**src/dual_biquad_crossfade_macros.svh**
```systemverilog
// ----------------------------------------------------------------------------
// dual_biquad_crossfade_macros
// Assertion macros used by the RTL of the dual biquad crossfade block.
// ----------------------------------------------------------------------------
`ifndef DUAL_BIQUAD_CROSSFADE_MACROS_SVH
`define DUAL_BIQUAD_CROSSFADE_MACROS_SVH

// Implication checked on every rising edge outside reset.
`define DBQ_ASSERT_IMP(label, clk, rst_n, ante, cons, msg) \
  label: assert property (@(posedge clk) disable iff (!rst_n) (ante) |-> (cons)) \
    else $error(msg);

// Implication whose consequence is checked in the cycle after the antecedent.
`define DBQ_ASSERT_NEXT(label, clk, rst_n, ante, cons, msg) \
  label: assert property (@(posedge clk) disable iff (!rst_n) (ante) |=> (cons)) \
    else $error(msg);

`endif

```
**src/dbq_pkg.sv**
```systemverilog
// ----------------------------------------------------------------------------
// dbq_pkg
// Shared constants and types of the dual biquad crossfade block.
// ----------------------------------------------------------------------------
`default_nettype none

package dbq_pkg;

  localparam int unsigned SampleBitsDef   = 24;
  localparam int unsigned CoefFracBitsDef = 24;
  localparam int unsigned MixBits         = 17;
  localparam int unsigned CfgIdxBits      = 3;
  localparam int unsigned CfgDataBits     = 64;
  localparam int unsigned CoefBits        = 32;
  localparam int unsigned AccBits         = 64;
  localparam int unsigned MixOne          = 65536;

  // Register indexes.
  typedef enum logic [CfgIdxBits-1:0] {
    RegMainA0A1 = 3'd0,
    RegMainA2B1 = 3'd1,
    RegMainB2   = 3'd2,
    RegMainC0D0 = 3'd3,
    RegAltA0A1  = 3'd4,
    RegAltA2B1  = 3'd5,
    RegAltB2    = 3'd6,
    RegAltC0D0  = 3'd7
  } dbq_reg_e;

  // Sequencer states.
  typedef enum logic [2:0] {
    StIdle,
    StMul,
    StAcc,
    StMix,
    StOut
  } dbq_state_e;

  // Signed saturating add of two 64-bit values.
  function automatic logic [AccBits:0] sat_add64(input logic signed [AccBits-1:0] a,
                                                 input logic signed [AccBits-1:0] b);
    logic signed [AccBits:0] s;
    logic clip;
    logic signed [AccBits-1:0] r;
    s = {a[AccBits-1], a} + {b[AccBits-1], b};
    clip = s[AccBits] != s[AccBits-1];
    if (!clip) begin
      r = s[AccBits-1:0];
    end else if (s[AccBits]) begin
      r = {1'b1, {(AccBits-1){1'b0}}};
    end else begin
      r = {1'b0, {(AccBits-1){1'b1}}};
    end
    return {clip, r};
  endfunction

endpackage

`default_nettype wire

```
**src/dbq_serial_mul.sv**
```systemverilog
// ----------------------------------------------------------------------------
// dbq_serial_mul
// Shift-and-add signed multiplier, one multiplier bit per cycle.
// ----------------------------------------------------------------------------
`default_nettype none

module dbq_serial_mul #(
  parameter int unsigned ABits = 32,
  parameter int unsigned BBits = 32
) (
  input  wire logic                          clk_i,
  input  wire logic                          rst_ni,
  input  wire logic                          start_i,
  input  wire logic signed [ABits-1:0]       a_i,
  input  wire logic signed [BBits-1:0]       b_i,
  output logic                               done_o,
  output logic signed [ABits+BBits-1:0]      p_o
);
  import dbq_pkg::*;

  localparam int unsigned PBits = ABits + BBits;
  localparam int unsigned CntBits = $clog2(BBits + 1);

  logic signed [PBits-1:0] acc_q, acc_d;
  logic signed [PBits-1:0] a_q, a_d;
  logic [BBits-1:0]        b_q, b_d;
  logic [CntBits-1:0]      cnt_q, cnt_d;
  logic                    busy_q, busy_d;
  logic                    done_q, done_d;

  // One multiplier bit per cycle; the sign bit carries negative weight.
  always_comb begin
    acc_d  = acc_q;
    a_d    = a_q;
    b_d    = b_q;
    cnt_d  = cnt_q;
    busy_d = busy_q;
    done_d = 1'b0;
    if (start_i) begin
      acc_d  = '0;
      a_d    = PBits'(a_i);
      b_d    = b_i;
      cnt_d  = '0;
      busy_d = 1'b1;
    end else if (busy_q) begin
      if (b_q[0]) begin
        if (cnt_q == CntBits'(BBits - 1)) begin
          acc_d = acc_q - a_q;
        end else begin
          acc_d = acc_q + a_q;
        end
      end
      a_d   = a_q <<< 1;
      b_d   = b_q >> 1;
      cnt_d = cnt_q + 1'b1;
      if (cnt_q == CntBits'(BBits - 1)) begin
        busy_d = 1'b0;
        done_d = 1'b1;
      end
    end
  end

  always_ff @(posedge clk_i or negedge rst_ni) begin
    if (!rst_ni) begin
      busy_q <= 1'b0;
      done_q <= 1'b0;
      cnt_q  <= '0;
    end else begin
      busy_q <= busy_d;
      done_q <= done_d;
      cnt_q  <= cnt_d;
    end
  end

  always_ff @(posedge clk_i) begin
    acc_q <= acc_d;
    a_q   <= a_d;
    b_q   <= b_d;
  end

  assign done_o = done_q;
  assign p_o    = acc_q;
endmodule

`default_nettype wire
```
**config.mk**
```make
export PLATFORM = sky130hd
export DESIGN_NAME = dbq_serial_mul
export DESIGN_NICKNAME = d
export VERILOG_FILES = /design/src/dual_biquad_crossfade_macros.svh /design/src/dbq_pkg.sv /design/src/dbq_serial_mul.sv
export SDC_FILE = /design/constraint.sdc
export NUM_CORES = 1
export LEC_CHECK = 0
export BUFFER_PORTS_ARGS = -buffer_cell sky130_fd_sc_hd__buf_4
export CAP_MARGIN = 15
export CORE_ASPECT_RATIO = 0.8
export CORE_MARGIN = 2
export CORE_UTILIZATION = 41
export DETAILED_ROUTE_END_ITERATION = 10
export PLACE_DENSITY = 0.61
export SYNTH_ARGS = -nofsm -noshare
export SYNTH_HDL_FRONTEND = slang
export SYNTH_SLANG_ARGS = --single-unit
```
**constraint.sdc**
```tcl
create_clock -name clk_i -period 6.1 [get_ports clk_i]
set_input_delay 0.61 -clock clk_i [delete_from_list [all_inputs] [get_ports clk_i]]
set_output_delay 0.61 -clock clk_i [all_outputs]
set_load 0.1 [all_outputs]
```
==> Word-level counts from Yosys, hierarchy flattened <==
Index checks and enable logic that the tools add are counted.
{ "word_totals": {"in_bits": 67, "elab_cells": 25, "output_inout_bits": 65, "regBits": 168} }
{ "classes": {"n_reduce_logical": 2, "mux": 13, "eq_ne": 1, "n_addsub": 3} }
{ "op_table": {"columns": ["cell", "count"], "rows": [
  ["$mux W64", 3],
  ["$add A64 B64 Y64", 1],
  ["$mux W32", 2],
  ["$sub A64 B64 Y64", 1],
  ["$mux W6", 2],
  ["$add A6 B1 Y6 const B", 1],
  ["$eq A6 B5 Y1 const B", 1],
  ["$mux W1", 6],
  ["$reduce_and A2 Y1", 1],
  ["$reduce_bool A2 Y1", 1]
]} }

==> Logic depth before layout (Yosys ltp) <==
{ "logic_depth": {"ltp_word": 4, "depth_mapped": 22, "mapped_depth_nobuf": 22} }

==> Worst setup path before layout <==
OpenSTA, ideal clock, no wires.
{ "synth_timing": {"path_kind": "register to register", "start": "register a_q[13]", "end": "register acc_q[61] (netlist: p_o[61])", "slack_ns": 1.034, "setup_time_ns": 0.132, "t_required_ns": 5.968, "t_arrival_ns": 4.933, "stages_incl_launch_ff": 18, "path_buffers": 1, "period_less_slack_ns": 5.066, "path_cell_list": "edfxtp_1 or4_4 or4_1 or4_4 nor2_1 a21oi_1 xnor2_1 ha_1 clkbuf_1 a21o_1 a21o_1 or2_2 nor4b_1 o21ai_0 a221oi_1 or3_1 nor3_1 or3b_2"} }
{ "synth_between": {"elab_chain_len": 2} }
{ "synth_rtl": {"columns": ["item", "line_no", "text"], "rows": [
  ["start, declared", "dbq_serial_mul.sv:25", "logic signed [PBits-1:0] a_q, a_d;"],
  ["start signal, assigned", "dbq_serial_mul.sv:77", "a_q <= a_d;"],
  ["$add A64 B64 Y64 / $sub A64 B64 Y64 (equally long branches)", "dbq_serial_mul.sv:50, dbq_serial_mul.sv:48", null],
  ["$mux W64 *", "dbq_serial_mul.sv:47", "if (cnt_q == CntBits'(BBits - 1)) begin"],
  ["end signal, assigned", "dbq_serial_mul.sv:76", "acc_q <= acc_d;"],
  ["end, declared", "dbq_serial_mul.sv:24", "logic signed [PBits-1:0] acc_q, acc_d;"]
]} }
Mark *: on every way between the ends. The rest lies on a longest branch, timed or not.
A chain may end at the register's enable or synchronous reset.

==> Worst setup path after layout <==
Ends and elaborated chain as after synthesis.

==> impl_metrics.tcl <==
set metrics [dict create \
    cp_top_family "simple AND/OR/NAND/NOR gates" \
    path_cells "or4_4 -> or4_1 -> or4_4 -> nor2_1 -> a31oi_1 -> xnor2_1 -> ha_1 -> a21o_1 -> a21o_1 -> or2_2 -> nor4b_1 -> o21ai_0 -> a221oi_1 -> buf_4 -> or3_1 -> nor3_1 -> or3b_2" \
    ys_warn_count 0 \
    clock_path_buffers 2 \
    preCtsSetupSlack_ns 0.384 \
    crit_path_end "p_o[61]$_SDFFE_PP0P_" \
    root_buffer "clkbuf_16" \
    fin_skew_ns 0.0137 \
    setup_violations 0 \
    core-area_um2 28100 \
    drive_above_1_share_pct 17.9 \
    h-tree-depth 4 \
    ys_top_cells_by_area "edfxtp_1 25%, dfxtp_1 11%, ha_1 7.0%" \
    setup.worst_path.start_class "flip-flop" \
    outcome "complete, no violations" \
    critPathBufInv 1 \
    ys_types 74 \
    cp_max_fo 6 \
    synth-async-reset-ratio_pct 4.76 \
    yosysSeqAreaShare_pct 37.6 \
    layout_commonest_cell "nand2_1" \
    path_clk_slew_ns 0.07 \
    grt_antenna_before_repair 0 \
    relSlewSlack_pct 36.9 \
    cpMaxStageDelayCell "or4_4" \
    via_per_inst 5.64 \
    timing.rr.end "p_o[61]$_SDFFE_PP0P_" \
    synth_top_area_share_pct 24.8 \
    fp.dieH_um 154 \
    synth_edf_count 96 \
    die_area_um2 29700 \
    grt_pass1_wl_mm 52.6 \
    power_density_nw_per_um2 366 \
    worstSetupStartpoint "a_q[13]$_DFFE_PP_" \
    hpwl_mm 24.9 \
    min_period_ns 5.72 \
    grt_pass1_vias 9564 \
    rows 55 \
    tightest_slew_ns 0.944 \
    grt_max_degree 101 \
    max_freq_mhz 175 \
    end_kind "flip-flop" \
    port_buffers 131 \
    r2r_cells 17 \
    grt.total_usage_pct 22.6 \
    synthCells 1323 \
    antenna_left 0 \
    power_leakage_uw 0.00564 \
    final_cell_mix "176 x nand2_1, 152 x a21oi_1, 145 x buf_4" \
    nets 1563 \
    drv_slew 0 \
    synth-seq-cells 168 \
    cp_num_cells 17 \
    ir_drop_uv 288 \
    final_hold_viol_count 0 \
    drtPass1Iterations 6 \
    hold_class "input port to flip-flop" \
    vias 10200 \
    routed_wl_mm 33.4 \
    tritoncts "yes" \
    r2r-start "a_q[13]$_DFFE_PP_" \
    worst-setup-path-type "flip-flop to flip-flop" \
    max_stage_delay_ns 0.58 \
    cts.sinks 168 \
    synth_top_flop_cell "edfxtp_1" \
    min_from "a_i[2]" \
    required_ns 6.42 \
    final.setup.tns_ns 0 \
    arrival_ns 6.04 \
    reg2reg_slack_ns 0.38 \
    drc_errors 0 \
    wire_per_inst_um 18.4 \
    timing.final.ws_setup_ns 0.383 \
    fin_crit_sh_pct 93.7 \
    cts_setup_buffers 0 \
    n_antenna_cell 0 \
    syn-cell-area_um2 11600 \
    syn-num-nets 1456 \
    cts_buffers 17 \
    area_growth_pct 16.8 \
    syn_avg_cell_area_um2 8.77 \
    gp_congestion 0.943 \
    io-pin-count 132 \
    grt_setup_unrepaired "no" \
    overflow 0 \
    synth_top_area_cell "edfxtp_1" \
    drt_first_iter_violations 1037 \
    die_w_um 192 \
    clk_latency_ns 0.45 \
    max_cap_violations 0 \
    start_util_pct 41.3 \
]
## metrics by stage
stage | instance area [um^2] | cells | utilization [%] | hold WS (ns) | power [uW]
floorplan | 11600 | 1323 | - | 0.314 | 3250
global placement | 12900 | 1780 | 46.0 | 0.435 | 3780
detailed placement | 12900 | 1780 | 46.0 | 0.434 | 3790
CTS | 13600 | 1813 | 48.3 | 0.424 | 4970
global route | 13600 | 1813 | 48.3 | 0.445 | 5220
finish | 13600 | 1813 | 48.3 | 0.448 | 4960
## tightest hold or removal path, delay by kind of cell
family	cells	cell delay [ns]
simple gates	1	0.04
compound gates	1	0.06
buf+inv	1	0.08
## sequential cells by signal (all words and copies together) (netlist names)
register  cells
busy_q        1
p_o          64
done_o        1
cnt_q         6
b_q          32
a_q          64
## cell families (layout without fill, tap and decap cells)
family,Yosys count,in the layout,share of synthesized area (%)
buf+inv,118,238,4.12
flops,168,168,37.6
compound gates,387,387,19.9
simple gates,411,411,16.6
mux,63,63,6.09
fa+ha+maj,66,66,7.18
xor+xnor,110,110,8.46
## Yosys cell counts (all sizes together), types with 8 or more instances
library cell / instances
a211oi: 10
a21o: 29
a21oi: 153
a31oi: 10
clkbuf: 54
dfrtp: 8
dfxtp: 64
edfxtp: 96
ha: 65
inv: 58
mux2: 58
nand2: 177
nand3: 30
nand4: 21
nor2: 80
nor3: 27
nor4: 17
o21a: 8
o21ai: 107
o21bai: 12
o31ai: 11
or3: 12
xnor2: 76
xor2: 34
## final cells by class
cell class / instances / area (um^2)
repair buffers: 147 / 1110
fillers: 2681 / 14500
inverters: 59 / 221
well taps: 370 / 463
clock buffers: 17 / 425
multi-input cells: 1037 / 6770
clock inverters: 15 / 201
flip-flops and latches: 168 / 4360
## metal layers
metal	wire length [um]	track usage [%]	vias up
met4	442	4.94	0
met5	0	0	-
met1	16800	34.4	4794
met3	2720	6.26	23
met2	13400	31.6	369
li1	-	-	5035
## how the worst min path moves through the flow
stage | end | slack [ns] | depth (start not counted)
2_1_floorplan | busy_q$_DFF_PN0_ | 0.31 | 0
3_3_place_gp | cnt_q[3]$_DFFE_PN0P_ | 0.44 | 1
3_5_place_dp | cnt_q[3]$_DFFE_PN0P_ | 0.43 | 1
4_1_cts | a_q[2]$_DFFE_PP_ | 0.42 | 3
5_1_grt | b_q[20]$_DFFE_PP_ | 0.44 | 2
6_report | a_q[2]$_DFFE_PP_ | 0.45 | 3
## repair_timing
item / CTS / global route
hold buffers: 1 / 0
endpoints found under the setup margin: 0 / 1
resized for setup: 0 / 1
endpoints found under the hold margin: 8 / 0
## where the power goes
group / internal [uW] / switching (uW)
logic: 691 / 1590
clock network: 597 / 560
registers: 1370 / 163
total: 2650 / 2310
(Power assumes the default switching activity.)
